### src/hdl/drf_pkg.sv
// DES round function package: field widths, expansion, permutation and S-box tables,
// and the helper functions that apply them.
// No dependencies.
package drf_pkg;

  localparam int unsigned HalfW = 32;
  localparam int unsigned KeyW  = 48;
  localparam int unsigned NumSbox = 8;

  typedef logic [HalfW-1:0] half_t;
  typedef logic [KeyW-1:0]  key_t;

  // DES positions, 1 = MSB
  localparam logic [5:0] ExpandTab [KeyW] = '{
    6'd32, 6'd1,  6'd2,  6'd3,  6'd4,  6'd5,  6'd4,  6'd5,  6'd6,  6'd7,  6'd8,  6'd9,
    6'd8,  6'd9,  6'd10, 6'd11, 6'd12, 6'd13, 6'd12, 6'd13, 6'd14, 6'd15, 6'd16, 6'd17,
    6'd16, 6'd17, 6'd18, 6'd19, 6'd20, 6'd21, 6'd20, 6'd21, 6'd22, 6'd23, 6'd24, 6'd25,
    6'd24, 6'd25, 6'd26, 6'd27, 6'd28, 6'd29, 6'd28, 6'd29, 6'd30, 6'd31, 6'd32, 6'd1
  };

  localparam logic [5:0] PermTab [HalfW] = '{
    6'd16, 6'd7,  6'd20, 6'd21, 6'd29, 6'd12, 6'd28, 6'd17,
    6'd1,  6'd15, 6'd23, 6'd26, 6'd5,  6'd18, 6'd31, 6'd10,
    6'd2,  6'd8,  6'd24, 6'd14, 6'd32, 6'd27, 6'd3,  6'd9,
    6'd19, 6'd13, 6'd30, 6'd6,  6'd22, 6'd11, 6'd4,  6'd25
  };

  localparam logic [3:0] SboxTab [NumSbox][64] = '{
    '{4'd14, 4'd4, 4'd13, 4'd1, 4'd2, 4'd15, 4'd11, 4'd8,
      4'd3, 4'd10, 4'd6, 4'd12, 4'd5, 4'd9, 4'd0, 4'd7,
      4'd0, 4'd15, 4'd7, 4'd4, 4'd14, 4'd2, 4'd13, 4'd1,
      4'd10, 4'd6, 4'd12, 4'd11, 4'd9, 4'd5, 4'd3, 4'd8,
      4'd4, 4'd1, 4'd14, 4'd8, 4'd13, 4'd6, 4'd2, 4'd11,
      4'd15, 4'd12, 4'd9, 4'd7, 4'd3, 4'd10, 4'd5, 4'd0,
      4'd15, 4'd12, 4'd8, 4'd2, 4'd4, 4'd9, 4'd1, 4'd7,
      4'd5, 4'd11, 4'd3, 4'd14, 4'd10, 4'd0, 4'd6, 4'd13},
    '{4'd15, 4'd1, 4'd8, 4'd14, 4'd6, 4'd11, 4'd3, 4'd4,
      4'd9, 4'd7, 4'd2, 4'd13, 4'd12, 4'd0, 4'd5, 4'd10,
      4'd3, 4'd13, 4'd4, 4'd7, 4'd15, 4'd2, 4'd8, 4'd14,
      4'd12, 4'd0, 4'd1, 4'd10, 4'd6, 4'd9, 4'd11, 4'd5,
      4'd0, 4'd14, 4'd7, 4'd11, 4'd10, 4'd4, 4'd13, 4'd1,
      4'd5, 4'd8, 4'd12, 4'd6, 4'd9, 4'd3, 4'd2, 4'd15,
      4'd13, 4'd8, 4'd10, 4'd1, 4'd3, 4'd15, 4'd4, 4'd2,
      4'd11, 4'd6, 4'd7, 4'd12, 4'd0, 4'd5, 4'd14, 4'd9},
    '{4'd10, 4'd0, 4'd9, 4'd14, 4'd6, 4'd3, 4'd15, 4'd5,
      4'd1, 4'd13, 4'd12, 4'd7, 4'd11, 4'd4, 4'd2, 4'd8,
      4'd13, 4'd7, 4'd0, 4'd9, 4'd3, 4'd4, 4'd6, 4'd10,
      4'd2, 4'd8, 4'd5, 4'd14, 4'd12, 4'd11, 4'd15, 4'd1,
      4'd13, 4'd6, 4'd4, 4'd9, 4'd8, 4'd15, 4'd3, 4'd0,
      4'd11, 4'd1, 4'd2, 4'd12, 4'd5, 4'd10, 4'd14, 4'd7,
      4'd1, 4'd10, 4'd13, 4'd0, 4'd6, 4'd9, 4'd8, 4'd7,
      4'd4, 4'd15, 4'd14, 4'd3, 4'd11, 4'd5, 4'd2, 4'd12},
    '{4'd7, 4'd13, 4'd14, 4'd3, 4'd0, 4'd6, 4'd9, 4'd10,
      4'd1, 4'd2, 4'd8, 4'd5, 4'd11, 4'd12, 4'd4, 4'd15,
      4'd13, 4'd8, 4'd11, 4'd5, 4'd6, 4'd15, 4'd0, 4'd3,
      4'd4, 4'd7, 4'd2, 4'd12, 4'd1, 4'd10, 4'd14, 4'd9,
      4'd10, 4'd6, 4'd9, 4'd0, 4'd12, 4'd11, 4'd7, 4'd13,
      4'd15, 4'd1, 4'd3, 4'd14, 4'd5, 4'd2, 4'd8, 4'd4,
      4'd3, 4'd15, 4'd0, 4'd6, 4'd10, 4'd1, 4'd13, 4'd8,
      4'd9, 4'd4, 4'd5, 4'd11, 4'd12, 4'd7, 4'd2, 4'd14},
    '{4'd2, 4'd12, 4'd4, 4'd1, 4'd7, 4'd10, 4'd11, 4'd6,
      4'd8, 4'd5, 4'd3, 4'd15, 4'd13, 4'd0, 4'd14, 4'd9,
      4'd14, 4'd11, 4'd2, 4'd12, 4'd4, 4'd7, 4'd13, 4'd1,
      4'd5, 4'd0, 4'd15, 4'd10, 4'd3, 4'd9, 4'd8, 4'd6,
      4'd4, 4'd2, 4'd1, 4'd11, 4'd10, 4'd13, 4'd7, 4'd8,
      4'd15, 4'd9, 4'd12, 4'd5, 4'd6, 4'd3, 4'd0, 4'd14,
      4'd11, 4'd8, 4'd12, 4'd7, 4'd1, 4'd14, 4'd2, 4'd13,
      4'd6, 4'd15, 4'd0, 4'd9, 4'd10, 4'd4, 4'd5, 4'd3},
    '{4'd12, 4'd1, 4'd10, 4'd15, 4'd9, 4'd2, 4'd6, 4'd8,
      4'd0, 4'd13, 4'd3, 4'd4, 4'd14, 4'd7, 4'd5, 4'd11,
      4'd10, 4'd15, 4'd4, 4'd2, 4'd7, 4'd12, 4'd9, 4'd5,
      4'd6, 4'd1, 4'd13, 4'd14, 4'd0, 4'd11, 4'd3, 4'd8,
      4'd9, 4'd14, 4'd15, 4'd5, 4'd2, 4'd8, 4'd12, 4'd3,
      4'd7, 4'd0, 4'd4, 4'd10, 4'd1, 4'd13, 4'd11, 4'd6,
      4'd4, 4'd3, 4'd2, 4'd12, 4'd9, 4'd5, 4'd15, 4'd10,
      4'd11, 4'd14, 4'd1, 4'd7, 4'd6, 4'd0, 4'd8, 4'd13},
    '{4'd4, 4'd11, 4'd2, 4'd14, 4'd15, 4'd0, 4'd8, 4'd13,
      4'd3, 4'd12, 4'd9, 4'd7, 4'd5, 4'd10, 4'd6, 4'd1,
      4'd13, 4'd0, 4'd11, 4'd7, 4'd4, 4'd9, 4'd1, 4'd10,
      4'd14, 4'd3, 4'd5, 4'd12, 4'd2, 4'd15, 4'd8, 4'd6,
      4'd1, 4'd4, 4'd11, 4'd13, 4'd12, 4'd3, 4'd7, 4'd14,
      4'd10, 4'd15, 4'd6, 4'd8, 4'd0, 4'd5, 4'd9, 4'd2,
      4'd6, 4'd11, 4'd13, 4'd8, 4'd1, 4'd4, 4'd10, 4'd7,
      4'd9, 4'd5, 4'd0, 4'd15, 4'd14, 4'd2, 4'd3, 4'd12},
    '{4'd13, 4'd2, 4'd8, 4'd4, 4'd6, 4'd15, 4'd11, 4'd1,
      4'd10, 4'd9, 4'd3, 4'd14, 4'd5, 4'd0, 4'd12, 4'd7,
      4'd1, 4'd15, 4'd13, 4'd8, 4'd10, 4'd3, 4'd7, 4'd4,
      4'd12, 4'd5, 4'd6, 4'd11, 4'd0, 4'd14, 4'd9, 4'd2,
      4'd7, 4'd11, 4'd4, 4'd1, 4'd9, 4'd12, 4'd14, 4'd2,
      4'd0, 4'd6, 4'd10, 4'd13, 4'd15, 4'd3, 4'd5, 4'd8,
      4'd2, 4'd1, 4'd14, 4'd7, 4'd4, 4'd10, 4'd8, 4'd13,
      4'd15, 4'd12, 4'd9, 4'd0, 4'd3, 4'd5, 4'd6, 4'd11}
  };

  // E: 32 -> 48 bits; DES position p maps to bit 32-p
  function automatic key_t des_expand(half_t r);
    key_t e;
    for (int i = 0; i < KeyW; i++) begin
      e[KeyW-1-i] = r[5'(6'd32 - ExpandTab[i])];
    end
    return e;
  endfunction

  // S layer: eight 6-bit groups, row = outer bits, column = middle four
  function automatic half_t des_subst(key_t x);
    half_t    s;
    logic [5:0] grp;
    for (int b = 0; b < NumSbox; b++) begin
      grp = x[KeyW-1-6*b -: 6];
      s[HalfW-1-4*b -: 4] = SboxTab[b][{grp[5], grp[0], grp[4:1]}];
    end
    return s;
  endfunction

  function automatic half_t des_permute(half_t s);
    half_t p;
    for (int i = 0; i < HalfW; i++) begin
      p[HalfW-1-i] = s[5'(6'd32 - PermTab[i])];
    end
    return p;
  endfunction

endpackage

### src/hdl/drf_if.sv
// Valid/ready stream interfaces for the DES round function: the half-block input
// channel and the f result channel. Depends on drf_pkg.
interface drf_in_if;
  logic                      valid;
  logic                      ready;
  logic [drf_pkg::HalfW-1:0] right_half;

  modport source (output valid, output right_half, input ready);
  modport sink   (input valid, input right_half, output ready);
endinterface

interface drf_out_if;
  logic                      valid;
  logic                      ready;
  logic [drf_pkg::HalfW-1:0] f_result;

  modport source (output valid, output f_result, input ready);
  modport sink   (input valid, input f_result, output ready);
endinterface

### src/hdl/drf_feistel.sv
// Combinational DES f function: expansion, key mix, S-boxes, permutation P.
// Depends on drf_pkg.
module drf_feistel (
  input  logic [drf_pkg::HalfW-1:0] right_half_i,
  input  logic [drf_pkg::KeyW-1:0]  subkey_i,
  output logic [drf_pkg::HalfW-1:0] f_result_o
);
  import drf_pkg::*;

  key_t  mixed;
  half_t subst;

  always_comb begin
    mixed      = des_expand(right_half_i) ^ subkey_i;
    subst      = des_subst(mixed);
    f_result_o = des_permute(subst);
  end

endmodule

### src/hdl/des_round_function.sv
// DES round function top level: subkey register, input register, result register.
// Depends on drf_pkg, drf_if and drf_feistel.

// Computes f(R, K) = P(S(E(R) xor K)) on each 32-bit half block. A word is taken every
// cycle while the output is not stalled. The input register takes the word, and the
// result register takes its f value from the f logic and offers it on the output.
// The subkey is written through subkey_we_i / subkey_i and resets to zero; write it
// only when no word is in flight. Stalls on the output back up through both registers,
// so up to two words may be held.
module des_round_function (
  input  logic                     clk_i,
  input  logic                     rst_ni,
  input  logic                     subkey_we_i,
  input  logic [drf_pkg::KeyW-1:0] subkey_i,
  drf_in_if.sink                   in_if,
  drf_out_if.source                out_if
);
  import drf_pkg::*;

  key_t  subkey_q;
  logic  in_valid_q;
  half_t in_data_q;
  logic  out_valid_q;
  half_t out_data_q;
  half_t f_value;
  logic  out_free;
  logic  in_free;

  assign out_free    = !out_valid_q || out_if.ready;
  assign in_free     = !in_valid_q || out_free;
  assign in_if.ready = in_free;

  always_ff @(posedge clk_i or negedge rst_ni) begin
    if (!rst_ni) begin
      subkey_q <= '0;
    end else if (subkey_we_i) begin
      subkey_q <= subkey_i;
    end
  end

  always_ff @(posedge clk_i or negedge rst_ni) begin
    if (!rst_ni) begin
      in_valid_q  <= 1'b0;
      out_valid_q <= 1'b0;
    end else begin
      if (in_free) begin
        in_valid_q <= in_if.valid;
      end
      if (out_free) begin
        out_valid_q <= in_valid_q;
      end
    end
  end

  always_ff @(posedge clk_i) begin
    if (in_free && in_if.valid) begin
      in_data_q <= in_if.right_half;
    end
    if (out_free && in_valid_q) begin
      out_data_q <= f_value;
    end
  end

  drf_feistel u_feistel (
    .right_half_i (in_data_q),
    .subkey_i     (subkey_q),
    .f_result_o   (f_value)
  );

  assign out_if.valid    = out_valid_q;
  assign out_if.f_result = out_data_q;

endmodule
### src/flat_wrapper.sv
// flat-port wrapper written by rule: the top's interface ports become plain ports
module des_round_function_flat import drf_pkg::*;
  (clk_i, rst_ni, subkey_we_i, subkey_i, in_if_valid, in_if_right_half, in_if_ready, out_if_valid, out_if_f_result, out_if_ready);
  drf_in_if in_if_i ();
  drf_out_if out_if_i ();
  input  logic clk_i;
  input  logic rst_ni;
  input  logic subkey_we_i;
  input  logic [drf_pkg::KeyW-1:0] subkey_i;
  input wire logic [$bits(in_if_i.valid)-1:0] in_if_valid;
  input wire logic [$bits(in_if_i.right_half)-1:0] in_if_right_half;
  output wire logic [$bits(in_if_i.ready)-1:0] in_if_ready;
  output wire logic [$bits(out_if_i.valid)-1:0] out_if_valid;
  output wire logic [$bits(out_if_i.f_result)-1:0] out_if_f_result;
  input wire logic [$bits(out_if_i.ready)-1:0] out_if_ready;
  assign in_if_i.valid = in_if_valid;
  assign in_if_i.right_half = in_if_right_half;
  assign in_if_ready = in_if_i.ready;
  assign out_if_valid = out_if_i.valid;
  assign out_if_f_result = out_if_i.f_result;
  assign out_if_i.ready = out_if_ready;
  des_round_function u_core (.clk_i(clk_i), .rst_ni(rst_ni), .subkey_we_i(subkey_we_i), .subkey_i(subkey_i), .in_if(in_if_i), .out_if(out_if_i));
endmodule
### config.mk
export PLATFORM = sky130hd
export DESIGN_NAME = des_round_function_flat
export DESIGN_NICKNAME = d
export VERILOG_FILES = /design/src/hdl/drf_pkg.sv /design/src/hdl/drf_if.sv /design/src/hdl/drf_feistel.sv /design/src/hdl/des_round_function.sv /design/src/flat_wrapper.sv
export SDC_FILE = /design/constraint.sdc
export NUM_CORES = 1
export LEC_CHECK = 0
export BUFFER_PORTS_ARGS = -buffer_cell sky130_fd_sc_hd__buf_4
export CORE_AREA = 2 2 165 167
export DETAILED_ROUTE_END_ITERATION = 6
export DIE_AREA = 0 0 167 169
export GPL_ROUTABILITY_DRIVEN = 0
export PLACE_DENSITY_LB_ADDON = 0.3
export SLEW_MARGIN = 20
export SYNTH_ARGS = -nofsm -noshare
export SYNTH_HDL_FRONTEND = slang
export SYNTH_SLANG_ARGS = --single-unit
export TNS_END_PERCENT = 20
### constraint.sdc
create_clock -name clk_i -period 3 [get_ports clk_i]
set_input_delay 0.3 -clock clk_i [delete_from_list [all_inputs] [get_ports clk_i]]
set_output_delay 0.3 -clock clk_i [all_outputs]
set_load 0.02 [all_outputs]
==> flow_summary.json, run 1 <==
{
  "status": "completed",
  "finalInstanceArea_mm2": 0.0112,
  "post-route-min-period_ns": 2.73,
  "worst_clock_skew_ns": 0.00909,
  "first_pass_iters": 5,
  "coreArea_mm2": 0.0265,
  "rsz0062_at_grt": "false",
  "rr_worst_depth": 6,
  "maxSlewHeadroom": 0.456,
  "synth_area_leaders": "edfxtp_1, dfrtp_1, ha_1, mux2_2, xnor2_1",
  "grt_pass1_vias": 7113,
  "cts_tree": "yes",
  "initial_utilization": 0.345,
  "cp.required_ns": 3.17,
  "dpl-instance-area_mm2": 0.0106,
  "grt_max_degree": 51,
  "postCtsSetupRepairBufs": 0,
  "netlist_area_mm2": 0.00915,
  "synth-seq-area-share": 0.347,
  "antennaDiodeCount": 0,
  "htree_levels": 4,
  "timing.rr.start": "u_core.in_data_q[24]",
  "ys_ff_latch": 114,
  "cp-startpoint": "u_core.in_data_q[24]",
  "path_class": "reg -> reg",
  "die_h_um": 169,
  "overflow": 0,
  "ff2ff_setup_slack_ns": 0.27,
  "grt_use_total": 0.166,
  "cts.sinks": 114,
  "yosysWarnings": 0,
  "cp_max_fo": 8,
  "drt-initial-drc-count": 615,
  "cts_buffers": 17,
  "r2r_end": "u_core.out_if.f_result[19]",
  "setup_viol": 0,
  "worst_slew_pin_slew_ns": 0.812,
  "fin_crit_sh": 0.909,
  "via_count": 7458,
  "totalNegativeSetupSlack_ns": 0,
  "drc_errors": 0,
  "p_leak_nw": 4.52,
  "fp.dieW_um": 167,
  "antenna_found_initial": 0,
  "ir_worst_vdd_uv": 278,
  "end_kind": "flop",
  "synth_top_area_cell": "edfxtp_1",
  "drt.antenna.violating_nets": 0,
  "p_per_area_mw_per_mm2": 640,
  "grt_first_pass_wirelength_um": 37800,
  "critPathLaunchType": "flop",
  "synth_cell_types": 70,
  "place_hpwl_um": 16000,
  "dieArea_mm2": 0.0282,
  "synthArstFlopShare": 0.439,
  "mostFrequentLayoutCell": "buf_4",
  "clock_path_buffers": 2,
  "worstSkewPairLatency_ns": 0.41,
  "maxSlewViolCount": 0,
  "fin_nets": 1169,
  "cp_data_arrival_time_ns": 2.90,
  "synth_edf_count": 64,
  "hp-class": "in -> reg",
  "layout_common_cells": "buf_4, nand2_1, edfxtp_1",
  "drv_cap": 0,
  "routedWlPerCell_um": 16.8,
  "io_buffers": 118,
  "endpoint": "u_core.out_if.f_result[19]",
  "clockRootBuffer": "clkbuf_16",
  "wl_um": 23100,
  "fin_total_pwr_mw": 7.18,
  "syn_nets": 1030,
  "syn_to_final_growth_pct": 22.6,
  "rows": 60,
  "io_pins": 119,
  "drive_gt1_frac": 0.283,
  "synth_top_area_frac": 0.210,
  "hold_viol": 0,
  "synth_ff_type": "edfxtp_1",
  "syn_inst": 883,
  "fmax_mhz": 367,
  "clkTransAtPathRegs_ns": 0.06,
  "final_util": 0.424,
  "routed_via_density": 5.42,
  "syn_avg_cell_area_um2": 10.4
}
-- state kept, by name (all words and copies together) (netlist names) --
| register | cells |
|---|---|
| u_core.in_data_q | 32 |
| u_core.in_valid_q | 1 |
| u_core.out_if.f_result | 32 |
| u_core.out_if.valid | 1 |
| u_core.subkey_q | 48 |
-- where the power goes --
| group | internal [mW] | switching, mW | total, mW |
|---|---|---|---|
| clock | 1.40 | 0.738 | 2.14 |
| combinational | 1.31 | 1.66 | 2.97 |
| sequential | 1.92 | 0.150 | 2.07 |
| total | 4.64 | 2.55 | 7.18 |
-- worst min path at each step --
| stage | cells after the start | end | startpoint |
|---|---|---|---|
| 6_report | 1 | u_core.in_data_q[20] | in_if_right_half[20] |
| 3_3_place_gp | 1 | u_core.subkey_q[32] | rst_ni |
| 2_1_floorplan | 0 | u_core.in_valid_q | rst_ni |
| 4_1_cts | 1 | u_core.in_data_q[22] | in_if_right_half[22] |
| 3_5_place_dp | 1 | u_core.subkey_q[32] | rst_ni |
| 5_1_grt | 1 | u_core.in_data_q[20] | in_if_right_half[20] |
-- cells by family (layout without fill, tap and decap cells) --
kind of cell,Yosys count,after routing,synth area share
flip-flops,114,114,0.347
XOR/XNOR,101,101,0.123
AO/OA/AOI/OAI,215,215,0.165
adder cells (fa/ha/maj),62,62,0.0847
AND/OR/NAND/NOR,222,222,0.108
multiplexers,95,95,0.140
buffers and inverters,74,225,0.0335
-- metal layers --
metal  share of wire  track usage
met1            0.47        0.229
met2            0.46        0.260
met3           0.057       0.0388
met4           0.014       0.0450
met5               0            0
-- synth_stat cells, drive strengths merged (3+ instances only) --
cell type,count
o21ai,30
nor3,22
xnor2,62
o22ai,6
nand2,73
nand2b,7
and3,3
mux2,52
mux4,20
nor4,4
xor2,39
a211oi,22
edfxtp,64
o32ai,3
a21oi,44
buf,19
o2111ai,12
a221oi,3
a31oi,14
ha,62
o211ai,25
clkbuf,20
mux2i,23
nand4,3
nand3,38
inv,32
dfrtp,50
a22oi,6
a2111oi,4
and2,5
a211o,4
o311ai,7
o31ai,4
nor2,62
clkinv,3
o221ai,8
a311oi,4
-- critical path, stage by stage, from the launching register on --
cell	delay, ns
edfxtp_1	0.44
xnor2_1	0.57
inv_1	0.16
ha_1	0.39
mux4_1	0.52
and3_1	0.19
a211o_1	0.22
-- stage by stage --
stage                     cells  worst slack [ns]  hold slack [ns]
after detailed placement   1343             0.324            0.435
after floorplan             883             0.539          0.00441
final                      1375             0.272           0.0555
after global routing       1375             0.106           0.0357
after CTS                  1375             0.318           0.0375
after global placement     1343             0.364            0.441
-- area by class of cell --
cell class / count / area [um^2]
clock inverter: 11 / 161
multi-input combinational: 695 / 5680
timing repair buffer: 159 / 1210
tap: 341 / 427
inverter: 35 / 131
sequential: 114 / 3170
fill: 2581 / 15300
clock buffer: 20 / 447
-- repair_timing --
item / CTS / global route
gates resized for setup: 0 / 0
endpoints found under the hold margin: 4 / 0
setup endpoints to repair: 0 / 0
hold buffers: 1 / 0
(Power assumes the default switching activity.)
==> run 2, diff against run 1 <==
--- a/config.mk
+++ b/config.mk
@@ -5,6 +5,7 @@
 export SDC_FILE = /design/constraint.sdc
 export NUM_CORES = 1
 export LEC_CHECK = 0
+export ABC_AREA = 1
 export BUFFER_PORTS_ARGS = -buffer_cell sky130_fd_sc_hd__buf_4
 export CORE_AREA = 2 2 165 167
 export DETAILED_ROUTE_END_ITERATION = 6
==> constraint.sdc (replaced) <==
create_clock -name clk_i -period 2.2 [get_ports clk_i]
set_input_delay 0.22 -clock clk_i [delete_from_list [all_inputs] [get_ports clk_i]]
set_output_delay 0.22 -clock clk_i [all_outputs]
set_load 0.02 [all_outputs]
==> flow_summary.json, run 2 <==
{
  "syn_to_final_growth_pct": 26.7,
  "status": "completed",
  "layout_common_cells": "nand2_1, nand3_1, buf_4",
  "syn_nets": 1473,
  "synth_ff_type": "edfxtp_1",
  "critPathLaunchType": "flop",
  "post-route-min-period_ns": 1.94,
  "dpl-instance-area_mm2": 0.0106,
  "maxSlewHeadroom": 0.482,
  "clockRootBuffer": "clkbuf_16",
  "ir_worst_vdd_uv": 364,
  "io_pins": 119,
  "rsz0062_at_grt": "false",
  "die_h_um": 169,
  "drc_errors": 0,
  "hold_viol": 0,
  "dieArea_mm2": 0.0282,
  "regArea_mm2": 0.00317,
  "totalNegativeSetupSlack_ns": 0,
  "place_hpwl_um": 17500,
  "hp-class": "in -> reg",
  "p_per_area_mw_per_mm2": 772,
  "drt.antenna.violating_nets": 0,
  "path_class": "reg -> reg",
  "grt_max_degree": 51,
  "yosysMostFrequentCell": "nand2_1",
  "antenna_found_initial": 0,
  "coreArea_mm2": 0.0265,
  "fin_nets": 1649,
  "synth_top_area_frac": 0.264,
  "via_count": 9009,
  "routed_via_density": 4.85,
  "netlist_area_mm2": 0.00911,
  "routedWlPerCell_um": 13.0,
  "cp_max_fo": 7,
  "htree_levels": 4,
  "p_leak_nw": 6.02,
  "syn_inst": 1326,
  "postCtsSetupRepairBufs": 0,
  "netlist_top_cells_count": "nand2_1, nand3_1, inv_1",
  "synthArstFlopShare": 0.439,
  "end_kind": "flop",
  "fin_total_pwr_mw": 8.91,
  "worstSkewPairLatency_ns": 0.41,
  "io_buffers": 118,
  "synth-seq-area-share": 0.348,
  "maxSlewViolCount": 0,
  "largest_reg_flops": 48,
  "clock_path_buffers": 2,
  "cts_tree": "yes",
  "overflow": 0,
  "worst_slew_pin_slew_ns": 0.776,
  "synth_cell_types": 26,
  "cp.required_ns": 2.37,
  "synth_area_leaders": "nand2_1, edfxtp_1, dfrtp_1, nand3_1, ha_1",
  "drv_cap": 0,
  "pre_cts_slack_ns": 0.181,
  "ys_ff_latch": 114,
  "drt-initial-drc-count": 723,
  "cts_buffers": 17,
  "fin_crit_sh": 0.883,
  "rows": 60,
  "grt_use_total": 0.175,
  "fin_ws_ns": 0.258,
  "synth_edf_count": 64,
  "finalInstanceArea_mm2": 0.0115,
  "first_pass_iters": 6,
  "multi_input_area_mm2": 0.00532,
  "drive_gt1_frac": 0.152,
  "clkTransAtPathRegs_ns": 0.05,
  "synth_top_area_cell": "nand2_1",
  "cp_data_arrival_time_ns": 2.11,
  "nFillCells": 2696,
  "syn_avg_cell_area_um2": 6.87,
  "grt_first_pass_wirelength_um": 40700,
  "yosysWarnings": 0,
  "mostFrequentLayoutCell": "nand2_1",
  "setup_viol": 0,
  "worst_clock_skew_ns": 0.0103,
  "regMostFlops": "u_core.subkey_q",
  "cts.sinks": 114,
  "fmax_mhz": 515,
  "wl_um": 24100,
  "initial_utilization": 0.344,
  "fp.dieW_um": 167,
  "grt_pass1_vias": 8637
}
[run 2: cell count changes after synthesis, moves of 30 or more]
cell / before / now
nand2_1: 73 / 640
a21oi_1: 44 / 5
xnor2_1: 46 / 16
inv_1: 26 / 113
nor2_1: 61 / 6
nand3_1: 38 / 247
[run 2: worst max-delay path: stages (launching register included)]
cell      delay (ns)
edfxtp_1        0.43
inv_1           0.10
nand2_1         0.05
nand2_1         0.20
ha_1            0.30
inv_1           0.10
nand2_1         0.10
nand2_1         0.12
nand2_1         0.07
nand3_1         0.08
nand2_1         0.05
nand2_1         0.05
nand2_1         0.04
[run 2: repair_timing]
| item | in CTS | in global routing |
|---|---|---|
| resized for setup | 0 | 1 |
| endpoints found under the setup margin | 0 | 2 |
| hold endpoints to repair | 85 | 1 |
| hold buffers | 36 | 1 |
[run 2: final cells by class]
type	instances	share of cell area
Antenna cell	1	0.000217
Clock buffer	21	0.0390
Clock inverter	11	0.0119
Inverter	119	0.0387
Multi-Input combinational cell	1056	0.461
Sequential cell	114	0.275
Tap cell	341	0.0370
Timing Repair Buffer	194	0.137
[run 2: logic make-up after synthesis]
logic type,after synthesis,share of synthesized area
simple gates,899,0.407
mux,23,0.0284
fa+ha+maj,62,0.0852
compound gates,40,0.0225
xor+xnor,32,0.0390
flops,114,0.348
buf+inv,156,0.0698
[run 2: where the power goes]
| part | internal (mW) | switching, mW | total (mW) |
|---|---|---|---|
| logic | 1.29 | 2.05 | 3.35 |
| registers | 2.61 | 0.165 | 2.77 |
| clock network | 1.80 | 0.990 | 2.79 |
[run 2: per-stage QoR]
stage	utilization	hold WS (ns)	std cells
finish	0.436	0.0208	1857
global route	0.436	0.00915	1856
CTS	0.435	0.000781	1855
detailed placement	0.399	0.353	1787
global placement	0.399	0.337	1787
floorplan	-	-0.0756	1326
[run 2: routing by layer]
layer  routed length, um  global-route usage  up-vias  share of wire
met3                1270              0.0309       43          0.053
met2               11300               0.293      275           0.47
li1                    -                   -     4605              -
met1               11000               0.226     4086           0.46
met4                 510              0.0656        0          0.021
met5                   0                   0        -              0
[run 2: path summary, 6_finish.rpt]
path | to | depth (start not counted) | slack, ns | start
hold / removal | u_core.subkey_q[32] | 3 | 0.02 | subkey_i[32]
max in group asynchronous | u_core.subkey_q[30] | 2 | 1.26 | rst_ni
hold reg to reg | u_core.out_if.valid | 2 | 0.51 | u_core.in_valid_q
min in group asynchronous | u_core.subkey_q[20] | 2 | 0.42 | rst_ni
setup / recovery | u_core.out_if.f_result[3] | 12 | 0.26 | u_core.in_data_q[8]
setup reg to reg | u_core.out_if.f_result[3] | 12 | 0.26 | u_core.in_data_q[8]
==> run 3, diff against run 2 <==
--- a/config.mk
+++ b/config.mk
@@ -5,7 +5,6 @@
 export SDC_FILE = /design/constraint.sdc
 export NUM_CORES = 1
 export LEC_CHECK = 0
-export ABC_AREA = 1
 export BUFFER_PORTS_ARGS = -buffer_cell sky130_fd_sc_hd__buf_4
 export CORE_AREA = 2 2 165 167
 export DETAILED_ROUTE_END_ITERATION = 6
==> flow_summary.json, run 3 (same netlist as run 1, synthesis figures left out) <==
{
  "status": "completed",
  "initial_utilization": 0.345,
  "totalNegativeSetupSlack_ns": 0,
  "finalInstanceArea_mm2": 0.0124,
  "worstSkewPairLatency_ns": 0.42,
  "path_class": "reg -> reg",
  "antenna_found_initial": 1,
  "ir_worst_vdd_uv": 390,
  "wl_um": 24700,
  "syn_to_final_growth_pct": 35.7,
  "rows": 60,
  "routed_via_density": 5.29,
  "routed.top_layer": "met4",
  "fmax_mhz": 457,
  "fin_nets": 1280,
  "cts_buffers": 17,
  "grt_max_degree": 51,
  "regMostFlops": "u_core.subkey_q",
  "power_frac_seq": 0.274,
  "mostFrequentLayoutCell": "buf_4",
  "cp_max_fo": 5,
  "drv_cap": 0,
  "power.switching_mw": 3.71,
  "grt_pass1_vias": 7932,
  "drt.antenna.violating_nets": 0,
  "rr_worst_depth": 7,
  "p_leak_nw": 5.06,
  "die_h_um": 169,
  "fin_crit_sh": 0.995,
  "layout_common_cells": "buf_4, nand2_1, edfxtp_1",
  "first_pass_iters": 5,
  "end_kind": "flop",
  "p_sw_frac": 0.359,
  "worst_slew_pin_slew_ns": 0.762,
  "drc_errors": 0,
  "dpl-instance-area_mm2": 0.0113,
  "p_per_area_mw_per_mm2": 833,
  "cts_tree": "yes",
  "overflow": 0,
  "nFillCells": 2485,
  "hp-class": "in -> reg",
  "wl_met1_um": 11000,
  "wl_met3_um": 911,
  "cp_data_arrival_time_ns": 2.34,
  "cp.required_ns": 2.35,
  "clockRootBuffer": "clkbuf_16",
  "power_frac_comb": 0.447,
  "htree_levels": 4,
  "via_count": 7866,
  "critPathLaunchType": "flop",
  "stdcell_count": 1488,
  "final_util": 0.469,
  "io_buffers": 118,
  "fp.dieW_um": 167,
  "clock_path_buffers": 2,
  "coreArea_mm2": 0.0265,
  "hold_depth": 2,
  "wl_met2_um": 12300,
  "maxSlewViolCount": 0,
  "routedWlPerCell_um": 16.6,
  "p_int_mw": 6.63,
  "post-route-min-period_ns": 2.19,
  "placedCellCount": 1414,
  "place_hpwl_um": 17600,
  "maxSlewHeadroom": 0.492,
  "critPathSlowestCell": "mux4_2",
  "largest_reg_flops": 48,
  "ff2ff_setup_slack_ns": 0.01,
  "grt_use_total": 0.178,
  "worst_clock_skew_ns": 0.00921,
  "cts.sinks": 114,
  "p_clk_frac": 0.279,
  "io_pins": 119,
  "clkTransAtPathRegs_ns": 0.06,
  "grt_first_pass_wirelength_um": 40800,
  "drt-initial-drc-count": 630,
  "drive_gt1_frac": 0.356,
  "setup_viol": 0,
  "max_stage_delay_ns": 0.46,
  "fin_total_pwr_mw": 10.3,
  "cp_cell_sequence": "xor2_2 > inv_1 > ha_4 > mux4_2 > and2_4 > a311oi_2 > a31oi_1",
  "rsz0062_at_grt": "true",
  "hold_viol": 0,
  "dieArea_mm2": 0.0282
}
==> run 3: cell count changes in the layout (fill, tap and decap cells not counted), sizes merged, moves of 23 or more <==
cell / delta
nand2: -569
nor2: +56
xnor2: +39
o211ai: +23
inv: -84
xor2: +30
nand3: -211
buf: +79
mux2: +29
mux2i: +23
a21oi: +39
==> run 3: per-stage QoR <==
| step | hold WS [ns] | setup WS [ns] |
|---|---|---|
| final | 0.0257 | 0.00996 |
| after global routing | 0.00608 | -0.0521 |
| after CTS | 0.00793 | -0.0108 |
| after detailed placement | 0.351 | -0.0482 |
| after global placement | 0.344 | 0.00927 |
| after floorplan | -0.0756 | -0.0237 |
==> run 3: power groups by stage <==
stage	Combinational, mW	Sequential [mW]	Clock [mW]
detailed placement	4.45	2.88	0
floorplan	2.80	3.01	0
global route	5.08	2.87	3.04
global placement	4.39	2.88	0
CTS	4.54	2.84	2.96
finish	4.62	2.84	2.88
==> run 3: layer usage <==
| layer | up-vias | global-route usage |
|---|---|---|
| li1 | 3814 | - |
| met1 | 3816 | 0.228 |
| met2 | 205 | 0.309 |
| met3 | 31 | 0.0302 |
| met4 | 0 | 0.0540 |
| met5 | - | 0 |
==> run 3: final cells by class <==
class | count | area, um^2 | area share
multi-input cells | 695 | 5900 | 0.475
flip-flops and latches | 114 | 3170 | 0.256
repair buffers | 270 | 2170 | 0.175
clock buffers | 21 | 482 | 0.0388
well taps | 341 | 427 | 0.0343
inverters | 35 | 135 | 0.0109
clock inverters | 11 | 128 | 0.0103
diodes | 1 | 2.50 | 0.000201
==> run 3: timing repair <==
action	4_1_cts	5_1_grt
hold buffers	34	0
endpoints found under the hold margin	83	0
setup buffers	4	3
pin swaps	3	8
endpoints found under the setup margin	8	21
resized for setup	6	23
==> run 3: worst max-delay path, delay by kind of cell (launching register included) <==
family	cells	cell delay, ns
AND/OR/NAND/NOR	1	0.18
XOR/XNOR	1	0.22
adder cells (fa/ha/maj)	1	0.26
flip-flops	1	0.42
AO/OA/AOI/OAI	2	0.24
multiplexers	1	0.46
buffers and inverters	1	0.14
==> run 3: path summary, 6_finish.rpt <==
check / start / to
worst max-delay path: u_core.subkey_q[8] / u_core.out_if.f_result[0]
worst min-delay path: subkey_i[18] / u_core.subkey_q[18]
worst max register to register: u_core.subkey_q[8] / u_core.out_if.f_result[0]
worst min register to register: u_core.in_valid_q / u_core.out_if.valid
max in group asynchronous: rst_ni / u_core.subkey_q[37]
min in group asynchronous: rst_ni / u_core.subkey_q[33]
